--- src/hdl/dtrp_pkg.sv ---
// Package for the decimal token range parser: transfer payload types, status and
// sign codes, character constants and register indexes.
// No dependencies.
package dtrp_pkg;

  localparam int VALUE_WIDTH_DEF = 32;
  localparam int CFG_ADDR_W      = 5;
  localparam int CFG_DATA_W      = 32;

  localparam logic [7:0] CH_ZERO  = 8'h30;
  localparam logic [7:0] CH_NINE  = 8'h39;
  localparam logic [7:0] CH_PLUS  = 8'h2B;
  localparam logic [7:0] CH_MINUS = 8'h2D;

  typedef enum logic [2:0] {
    STATUS_OK          = 3'd0,
    STATUS_FORMAT      = 3'd1,
    STATUS_ID_RANGE    = 3'd2,
    STATUS_VALUE_RANGE = 3'd3,
    STATUS_ODD_COUNT   = 3'd4
  } status_t;

  typedef enum logic [1:0] {
    SIGN_NONE  = 2'd0,
    SIGN_PLUS  = 2'd1,
    SIGN_MINUS = 2'd2
  } sign_t;

  typedef enum logic [2:0] {
    REG_PAIR_MODE  = 3'd0,
    REG_MIN_FIRST  = 3'd1,
    REG_MAX_FIRST  = 3'd2,
    REG_MIN_SECOND = 3'd3,
    REG_MAX_SECOND = 3'd4
  } reg_idx_t;

  typedef struct packed {
    logic [7:0] ch;
    logic       char_valid;
    logic       token_end;
    logic       line_end;
  } in_item_t;

  typedef struct packed {
    logic signed [31:0] value;
    status_t            status;
    logic               is_second;
  } out_item_t;

endpackage

--- src/hdl/decimal_token_range_parser.sv ---
// Decimal token range parser top level: input register, digit accumulator, range
// check, result register and APB-style register port.
// Depends on dtrp_pkg.

// The block takes one character transfer per clock cycle, back to back, unless a
// token_end transfer in the input register waits on the result register, and gives
// one result transfer for each transfer that carries token_end. The input register
// does the multiply-by-ten accumulate or the sign and range check, and the result
// register holds results. The input side keeps accepting while the result register
// is free or is being emptied, and transfers without token_end never wait on the
// result side. Register writes are meant to happen only while the block is idle.
module decimal_token_range_parser #(
  parameter int VALUE_WIDTH = dtrp_pkg::VALUE_WIDTH_DEF
) (
  input  logic                                clk,
  input  logic                                rst_n,
  input  logic                                in_valid,
  output logic                                in_ready,
  input  dtrp_pkg::in_item_t                  in_data,
  output logic                                out_valid,
  input  logic                                out_ready,
  output dtrp_pkg::out_item_t                 out_data,
  input  logic                                psel,
  input  logic                                penable,
  input  logic                                pwrite,
  input  logic [dtrp_pkg::CFG_ADDR_W-1:0]     paddr,
  input  logic [dtrp_pkg::CFG_DATA_W-1:0]     pwdata,
  output logic [dtrp_pkg::CFG_DATA_W-1:0]     prdata,
  output logic                                pready
);

  localparam int ACC_W = VALUE_WIDTH;
  localparam int SUM_W = VALUE_WIDTH + 4;
  localparam int CMP_W = (VALUE_WIDTH > 32) ? VALUE_WIDTH : 32;
  localparam logic [SUM_W-1:0] CAP_SUM = SUM_W'(1) << (VALUE_WIDTH - 1);
  localparam logic [ACC_W-1:0] POS_MAX = {1'b0, {(ACC_W-1){1'b1}}};

  // Configuration registers.
  logic               pair_mode_r;
  logic signed [31:0] min_first_r;
  logic signed [31:0] max_first_r;
  logic signed [31:0] min_second_r;
  logic signed [31:0] max_second_r;

  // Input register and token state.
  logic                s1_valid_r, s1_valid_nxt;
  dtrp_pkg::in_item_t  s1_r;
  logic [ACC_W-1:0]    acc_r, acc_nxt;
  dtrp_pkg::sign_t     sign_r, sign_nxt;
  logic                bad_r, bad_nxt;
  logic                parity_r, parity_nxt;

  // Result register.
  logic                out_valid_r, out_valid_nxt;
  dtrp_pkg::out_item_t out_r, out_nxt;

  logic                out_free;
  logic                s1_adv;
  logic                is_digit;
  logic [3:0]          digit;
  logic [SUM_W-1:0]    acc_ext;
  logic [SUM_W-1:0]    acc_sum;
  logic signed [ACC_W-1:0] v_w;
  logic signed [CMP_W-1:0] v_cmp;
  logic signed [CMP_W-1:0] lo_cmp;
  logic signed [CMP_W-1:0] hi_cmp;
  logic                second;
  logic                cfg_wr;

  assign out_free  = !out_valid_r || out_ready;
  assign s1_adv    = s1_valid_r && (!s1_r.token_end || out_free);
  assign in_ready  = !s1_valid_r || s1_adv;
  assign out_valid = out_valid_r;
  assign out_data  = out_r;
  assign pready    = 1'b1;
  assign cfg_wr    = psel && penable && pwrite;

  always_comb begin
    s1_valid_nxt  = s1_valid_r;
    acc_nxt       = acc_r;
    sign_nxt      = sign_r;
    bad_nxt       = bad_r;
    parity_nxt    = parity_r;
    out_valid_nxt = out_valid_r && !out_ready;
    out_nxt       = out_r;

    is_digit = s1_r.ch inside {[dtrp_pkg::CH_ZERO:dtrp_pkg::CH_NINE]};
    digit    = 4'(s1_r.ch - dtrp_pkg::CH_ZERO);
    // Ten times the magnitude plus the digit; anything above the cap saturates.
    acc_ext  = SUM_W'(acc_r);
    acc_sum  = (acc_ext << 3) + (acc_ext << 1) + SUM_W'(digit);

    // The magnitude never exceeds the cap, so its top bit marks the cap itself.
    if (sign_r == dtrp_pkg::SIGN_MINUS) begin
      v_w = -$signed(acc_r);
    end else if (acc_r[ACC_W-1]) begin
      v_w = $signed(POS_MAX);
    end else begin
      v_w = $signed(acc_r);
    end
    v_cmp = bad_r ? '0 : CMP_W'(v_w);

    second = pair_mode_r && parity_r;
    lo_cmp = second ? CMP_W'(min_second_r) : CMP_W'(min_first_r);
    hi_cmp = second ? CMP_W'(max_second_r) : CMP_W'(max_first_r);

    if (in_ready) begin
      s1_valid_nxt = in_valid;
    end

    if (s1_adv) begin
      if (s1_r.token_end) begin
        out_valid_nxt   = 1'b1;
        out_nxt.value   = 32'(v_cmp);
        out_nxt.is_second = parity_r;
        if (pair_mode_r && s1_r.line_end && !parity_r) begin
          out_nxt.status = dtrp_pkg::STATUS_ODD_COUNT;
        end else if (bad_r) begin
          out_nxt.status = dtrp_pkg::STATUS_FORMAT;
        end else if (v_cmp < lo_cmp || v_cmp > hi_cmp) begin
          if (second) begin
            out_nxt.status = dtrp_pkg::STATUS_VALUE_RANGE;
          end else begin
            out_nxt.status = dtrp_pkg::STATUS_ID_RANGE;
          end
        end else begin
          out_nxt.status = dtrp_pkg::STATUS_OK;
        end
        parity_nxt = s1_r.line_end ? 1'b0 : !parity_r;
        acc_nxt    = '0;
        sign_nxt   = dtrp_pkg::SIGN_NONE;
        bad_nxt    = 1'b0;
      end else if (s1_r.char_valid) begin
        if (is_digit) begin
          acc_nxt = (acc_sum > CAP_SUM) ? CAP_SUM[ACC_W-1:0] : acc_sum[ACC_W-1:0];
        end else if (s1_r.ch == dtrp_pkg::CH_PLUS || s1_r.ch == dtrp_pkg::CH_MINUS) begin
          if (sign_r != dtrp_pkg::SIGN_NONE) begin
            bad_nxt = 1'b1;
          end else if (s1_r.ch == dtrp_pkg::CH_PLUS) begin
            sign_nxt = dtrp_pkg::SIGN_PLUS;
          end else begin
            sign_nxt = dtrp_pkg::SIGN_MINUS;
          end
        end else begin
          bad_nxt = 1'b1;
        end
      end
    end
  end

  always_ff @(posedge clk) begin
    if (!rst_n) begin
      s1_valid_r  <= 1'b0;
      out_valid_r <= 1'b0;
      acc_r       <= '0;
      sign_r      <= dtrp_pkg::SIGN_NONE;
      bad_r       <= 1'b0;
      parity_r    <= 1'b0;
    end else begin
      s1_valid_r  <= s1_valid_nxt;
      out_valid_r <= out_valid_nxt;
      acc_r       <= acc_nxt;
      sign_r      <= sign_nxt;
      bad_r       <= bad_nxt;
      parity_r    <= parity_nxt;
    end
  end

  always_ff @(posedge clk) begin
    if (in_ready) begin
      s1_r <= in_data;
    end
    out_r <= out_nxt;
  end

  // Register port.
  always_ff @(posedge clk) begin
    if (!rst_n) begin
      pair_mode_r  <= 1'b0;
      min_first_r  <= 32'sh8000_0000;
      max_first_r  <= 32'sh7FFF_FFFF;
      min_second_r <= 32'sh8000_0000;
      max_second_r <= 32'sh7FFF_FFFF;
    end else if (cfg_wr) begin
      case (dtrp_pkg::reg_idx_t'(paddr[4:2]))
        dtrp_pkg::REG_PAIR_MODE:  pair_mode_r  <= pwdata[0];
        dtrp_pkg::REG_MIN_FIRST:  min_first_r  <= $signed(pwdata);
        dtrp_pkg::REG_MAX_FIRST:  max_first_r  <= $signed(pwdata);
        dtrp_pkg::REG_MIN_SECOND: min_second_r <= $signed(pwdata);
        dtrp_pkg::REG_MAX_SECOND: max_second_r <= $signed(pwdata);
        default: ;
      endcase
    end
  end

  always_comb begin
    case (dtrp_pkg::reg_idx_t'(paddr[4:2]))
      dtrp_pkg::REG_PAIR_MODE:  prdata = {31'd0, pair_mode_r};
      dtrp_pkg::REG_MIN_FIRST:  prdata = min_first_r;
      dtrp_pkg::REG_MAX_FIRST:  prdata = max_first_r;
      dtrp_pkg::REG_MIN_SECOND: prdata = min_second_r;
      dtrp_pkg::REG_MAX_SECOND: prdata = max_second_r;
      default:                  prdata = '0;
    endcase
  end

endmodule

--- config.mk ---
export PLATFORM = sky130hd
export DESIGN_NAME = decimal_token_range_parser
export DESIGN_NICKNAME = d
export VERILOG_FILES = /design/src/hdl/dtrp_pkg.sv /design/src/hdl/decimal_token_range_parser.sv
export SDC_FILE = /design/constraint.sdc
export NUM_CORES = 1
export LEC_CHECK = 0
export ABC_CLOCK_PERIOD_IN_PS = 11450
export BUFFER_PORTS_ARGS = -buffer_cell sky130_fd_sc_hd__buf_2
export CELL_PAD_IN_SITES_DETAIL_PLACEMENT = 0
export CELL_PAD_IN_SITES_GLOBAL_PLACEMENT = 1
export CORE_MARGIN = 2
export CORE_UTILIZATION = 28
export DETAILED_ROUTE_END_ITERATION = 8
export GPL_TIMING_DRIVEN = 0
export HOLD_SLACK_MARGIN = 0.06
export PLACE_DENSITY = 0.62
export SLEW_MARGIN = 10
export SYNTH_ARGS = -nofsm -noshare
export SYNTH_HDL_FRONTEND = slang
export SYNTH_SLANG_ARGS = --single-unit
export TNS_END_PERCENT = 10
--- constraint.sdc ---
create_clock -name clk -period 11.45 [get_ports clk]
set_input_delay 1.145 -clock clk [delete_from_list [all_inputs] [get_ports clk]]
set_output_delay 1.145 -clock clk [all_outputs]
set_load 0.02 [all_outputs]
# After elaboration in Yosys (flattened, before gate mapping)

Index checks and enable logic that the tools add are counted.

Bits in writable memories: 0
Input bits: 55
Memories kept: 0
Word-level logic and storage cells: 99
ROM bits: 0
Bits in latches: 0
Register bits: 214
Output and inout port bits: 71

Divide/modulo/power cells: 0
Multipliers: 0
Reductions and logical operators: 33
Muxes and demuxes: 27
Order comparisons: 5
Eq/ne operators: 10
Add/subtract/negate cells: 4
Shifts and indexed selects: 0
Bitwise logic cells: 1

Operators by type and width:

| operator                                                                            | number |
|---|---|
| 32-bit two-way mux                                                                  | 8 |
| 32-bit one-hot mux with 5 select lines                                              | 1 |
| 35-bit by 33-bit adder with 36-bit output                                           | 1 |
| 36-bit by 4-bit adder with 36-bit output                                            | 1 |
| 36-bit by 32-bit greater-than comparator with 1-bit output, second input constant   | 1 |
| 32-bit greater-than comparator                                                      | 1 |
| 32-bit < comparator                                                                 | 1 |
| 32-bit negator                                                                      | 1 |
| 31-bit two-way mux                                                                  | 1 |
| 8-bit by 6-bit == test with 1-bit output, second input constant                     | 2 |
| 2-bit two-way mux                                                                   | 6 |
| 2-bit AND reduction                                                                 | 6 |
| 1-bit two-way mux                                                                   | 9 |
| 8-bit by 6-bit greater-or-equal comparator with 1-bit output, second input constant | 1 |
| 8-bit by 6-bit <= comparator with 1-bit output, second input constant               | 1 |
| 1-bit logical AND                                                                   | 8 |
| 2-bit nonzero test                                                                  | 4 |
| 3-bit by 2-bit == test with 1-bit output, second input constant                     | 2 |
| 3-bit two-way mux                                                                   | 2 |
| 1-bit logical NOT                                                                   | 5 |
| 1-bit logical OR                                                                    | 5 |
| 5-bit AND reduction                                                                 | 1 |
| 2-bit != test, second input constant                                                | 2 |
| 4-bit AND reduction                                                                 | 1 |
| 9 further kinds                                                                     | 9 |

# Depth between registers and ports, before layout

Depth after elaboration: 7
Gate-level depth with buffers: 21
Gate-level depth less buffers: 21

# Worst setup path after synthesis

Ideal clock, no wire load.

Path kind: register to register
From: reg acc_r[0]
To: reg out_r, in the netlist out_data[1], data pin
Cell stages (with the launch flop): 20
Library setup time: 0.259 ns
Path buffers: 0
Arrival time: 4.486 ns
Slack: 6.705 ns
Data required time: 11.191 ns
Period minus slack after synthesis: 4.745 ns
Cell sequence: dfxtp_1 -> inv_1 -> ha_1 -> nor3b_2 -> nand3_1 -> or3_1 -> or4b_1 -> or3_1 -> nor3_1 -> a21oi_1 -> a211oi_1 -> a211oi_1 -> ha_1 -> nand3_1 -> or3_1 -> nor3_1 -> nand3_1 -> a31o_2 -> a21oi_1 -> a21oi_1

Cells in the longest elaborated chain, start to end: 7
Elaborated cells on any way between the ends: 9
Those cells by class: add/sub: 1; order compare: 2; mux: 5; reduce/logical: 1

RTL lines:

| element                                                               | RTL line                          | text |
|---|---|---|
| start: declaration                                                    | decimal_token_range_parser.sv:48  | `logic [ACC_W-1:0] acc_r, acc_nxt;` |
| start signal: assignment                                              | decimal_token_range_parser.sv:162 | `acc_r <= acc_nxt;` |
| 32-bit negator (*)                                                    | decimal_token_range_parser.sv:95  | `v_w = -$signed(acc_r);` |
| 32-bit two-way mux (*)                                                | decimal_token_range_parser.sv:94  | `if (sign_r == dtrp_pkg::SIGN_MINUS) begin` |
| 32-bit two-way mux (*)                                                | decimal_token_range_parser.sv:101 | `v_cmp = bad_r ? '0 : CMP_W'(v_w);` |
| via v_cmp[28]                                                         | decimal_token_range_parser.sv:64  | `logic signed [CMP_W-1:0] v_cmp;` |
| 32-bit < comparator or 32-bit greater-than comparator (tied branches) | decimal_token_range_parser.sv:120 | `end else if (v_cmp < lo_cmp \|\| v_cmp > hi_cmp) begin` |
| 1-bit logical OR (*)                                                  | decimal_token_range_parser.sv:120 |  |
| 3-bit two-way mux (*)                                                 | decimal_token_range_parser.sv:120 |  |
| 3-bit two-way mux (*)                                                 | decimal_token_range_parser.sv:118 | `end else if (bad_r) begin` |
| end signal: assignment                                                | decimal_token_range_parser.sv:173 | `out_r <= out_nxt;` |
| end: declaration                                                      | decimal_token_range_parser.sv:55  | `dtrp_pkg::out_item_t out_r, out_nxt;` |

The timed path passes the listed nets; every way through them passes the cells marked *.
A chain may end at the register's enable or synchronous reset.

# Worst setup path after layout

From: reg acc_r[0]
To: reg out_r, in the netlist out_data[2], data pin

Cells in the longest elaborated chain, start to end: 7
Elaborated cells on any way between the ends: 9
Those cells by class: add/sub: 1; order compare: 2; mux: 3; bitwise: 1; reduce/logical: 2

RTL lines:

| element                                                               | RTL line |
|---|---|
| 32-bit negator (*)                                                    | decimal_token_range_parser.sv:95 |
| 32-bit two-way mux (*)                                                | decimal_token_range_parser.sv:94 |
| 32-bit two-way mux (*)                                                | decimal_token_range_parser.sv:101 |
| via v_cmp[28]                                                         | decimal_token_range_parser.sv:64 |
| 32-bit < comparator or 32-bit greater-than comparator (tied branches) | decimal_token_range_parser.sv:120 |
| 1-bit logical OR (*)                                                  | decimal_token_range_parser.sv:120 |
| 1-bit inverter (no source line) (*)                                   | -- |
| 3-bit OR reduction (no source line) (*)                               | -- |

Marks and branches as above.

==> results_dict.tcl <==
set metrics [dict create \
    first_global_vias 12938 \
    fin_util_pct 33.1 \
    gp_congestion 0.840 \
    path_max_fanout 5 \
    drv_cap 0 \
    cts_tree "done" \
    p_sw_uw 424 \
    crit_arrival_ns 6.66 \
    max_slew_margin_pct 15.9 \
    powerDensity_nw_per_um2 105 \
    hold_slack_ns 0.444 \
    syn_area_per_cell_um2 8.25 \
    clock_skew_ns 0.0113 \
    syn_nets 1884 \
    p_leak_nw 7.39 \
    core_um2 49200 \
    seq_power_share_pct 46.2 \
    fmax_mhz 156 \
    netlist_area_um2 14000 \
    ant_nets 0 \
    period_share_pct 56.1 \
    root_buffer "clkbuf_16" \
    cts_setup_buffers 0 \
    die_y_um 228 \
    vias 13515 \
    yosysUniqueCellTypes 80 \
    gr-usage-all-layers_pct 19.2 \
    dr.pass1.iters 5 \
    grt_max_degree 22 \
    report.final.setup_viol 0 \
    port_buffers 121 \
    cpMostUsedCell "or3_1" \
    area_growth_pct 16.2 \
    drive_gt1_share_pct 11.3 \
    diodes 0 \
    insertion_delay_ns 0.55 \
    ys_seq_elements 214 \
    final_area_um2 16300 \
    synth_flop_cell "dfxtp_1" \
    cts_buffers 24 \
    hp-class "flop to flop" \
    clock-sinks 214 \
    ff_latch_area_um2 4750 \
    period_minus_slack_ns 6.42 \
    critPathTopFamily "simple AND/OR/NAND/NOR gates" \
    fillCellCount 5205 \
    dp_hpwl_um 38800 \
    postCtsHoldBufs 0 \
    die_area_um2 51900 \
    finalMaxSlewViolations 0 \
    yosysSeqAreaShare_pct 33.9 \
    p_sw_share_pct 24.8 \
    io_pins 126 \
    p_int_mw 1.28 \
    power_frac_comb_pct 7.0 \
    layout_commonest_cell "nand2_1" \
    cp_num_buf_inv 1 \
    synthArstFlopShare_pct 0 \
    max_stage_delay_ns 0.68 \
    drtIter0Drc 1230 \
    worstSetupPathType "flop to flop" \
    status "finished clean" \
    vias_per_cell 5.34 \
    start_kind "flop" \
    clockBufferDepth 3 \
    drcViolationCount 0 \
    initial_core_util_pct 28.5 \
    place_area_um2 15500 \
    multiInputGateArea_um2 8780 \
    grt_pass1_wl_um 79200 \
    rows 81 \
    antenna_found_initial 2 \
    layout_common_cells "nand2_1 (381), dfxtp_1 (167), buf_2 (130)" \
    wl_per_cell_um 20.3 \
    synth-edff-count 47 \
    end_kind "flop" \
    overflow 0 \
    nNetsFinal 2032 \
    ys_warn_count 0 \
    cp_cell_sequence "inv_1, ha_1, nor3b_2, nand3_1, or3_1, or4b_1, or3_1, nor3_1, a21oi_1, a211oi_1, ha_1, nand3_1, or3_1, nor3_1, a21oi_1, nand2_1, o21a_1, nand2_1, a211oi_1" \
    crit_slowest_cell "a211oi_1" \
    clockPowerShare_pct 46.8 \
    syn_inst 1699 \
    rsz0062_at_grt "false" \
    critPathRequiredTime_ns 11.68 \
    clk_pin_slew_worst_paths_ns 0.06 \
    die_x_um 228 \
    final-hold-violation-count 0 \
    worstMarginPinSlew_ns 1.25 \
    finalWirelength_um 51300 \
    cts_resized 0 \
    htreeDepth 1 \
    ir_drop_uv 88.1 \
    tns_ns 0 \
]
==> routing by layer <==
metal  vias to the layer above  part of all wire, %  GRT usage [%]
li1                       6473                    -              -
met1                      6505                   50           28.5
met2                       484                   42           29.2
met3                        53                  6.1           3.21
met4                         0                  1.8           3.74
met5                         -                    0              0
==> power groups by stage <==
stage	combinational [mW]	clock [mW]	sequential, mW
6_report	0.120	0.799	0.789
2_1_floorplan	0.0573	0	0.808
3_5_place_dp	0.120	0	0.806
5_1_grt	0.129	0.848	0.790
3_3_place_gp	0.117	0	0.806
4_1_cts	0.120	0.815	0.789
==> cell type report <==
type	instances	share of cell area, %
Buffer	102	2.54
Sequential cell	214	29.2
Clock inverter	10	0.638
Timing Repair Buffer	122	3.89
Clock buffer	34	4.26
Tap cell	664	5.10
Multi-Input combinational cell	1362	53.9
Inverter	21	0.484
==> sequential cells by signal, summed over array words and instances (netlist names) <==
signal	flops
out_data	36
acc_r	32
max_first_r	32
max_second_r	32
min_first_r	32
min_second_r	32
s1_r	11
sign_r	2
bad_r	1
out_valid	1
pair_mode_r	1
parity_r	1
s1_valid_r	1
==> cells in the mapped netlist (3+ instances only) <==
cell type	instances	area, um2
or3_1	12	75.1
nor2_1	85	319
a211o_1	8	70.1
mux2_2	6	67.6
nand2b_1	5	31.3
nand3b_1	3	22.5
nor3b_1	6	45.0
a41oi_1	3	26.3
nor4_1	7	43.8
xor2_1	5	43.8
nand2_1	381	1430
a31oi_1	11	68.8
a211oi_1	17	128
o31ai_1	5	37.5
and2_1	10	62.6
o22ai_1	8	50.1
buf_2	9	45.0
nand4_1	27	169
mux2i_1	68	681
nand3_1	100	500
xnor2_1	12	105
dfxtp_1	167	3340
ha_1	128	1600
inv_1	21	78.8
nor2b_1	16	100
and3_1	10	62.6
o211ai_1	7	52.6
o31ai_2	10	125
o21a_1	9	67.6
or2_2	6	37.5
clkbuf_1	89	334
a21o_1	38	285
nor3_1	31	155
a21boi_0	68	510
edfxtp_1	47	1410
a311oi_1	13	114
o21ai_0	51	255
a21oi_1	71	355
o21bai_1	6	45.0
o21ai_1	7	35.0
a22oi_1	63	473
==> stage by stage <==
step,power [mW],std cells,setup WS (ns)
finish,1.71,2529,5.03
global route,1.77,2529,4.68
CTS,1.72,2529,5.21
detailed placement,0.925,2485,5.25
global placement,0.923,2484,5.19
floorplan,0.866,1699,6.70
==> worst paths after layout <==
path / slack (ns) / cells past startpoint / to / startpoint
worst max-delay path: 5.03 / 19 / out_data[2]$_SDFFCE_PP0P_ / acc_r[0]$_SDFFE_PN0P_
worst min-delay path: 0.44 / 0 / out_data[0]$_DFFE_PP_ / parity_r$_SDFFE_PN0P_
worst max register to register: 5.03 / 19 / out_data[2]$_SDFFCE_PP0P_ / acc_r[0]$_SDFFE_PN0P_
worst min register to register: 0.44 / 0 / out_data[0]$_DFFE_PP_ / parity_r$_SDFFE_PN0P_
==> kinds of logic (layout without fill, tap and decap cells) <==
kind of cell	count (synthesis)	after routing	synth area share, %
compound gates	426	426	21.6
simple gates	714	714	22.8
buf+inv	123	289	3.51
flops	214	214	33.9
mux	74	74	5.34
fa+ha+maj	130	130	11.7
other cells	1	1	0.0268
xor+xnor	17	17	1.06
Power figures use the tool's default switching activity.
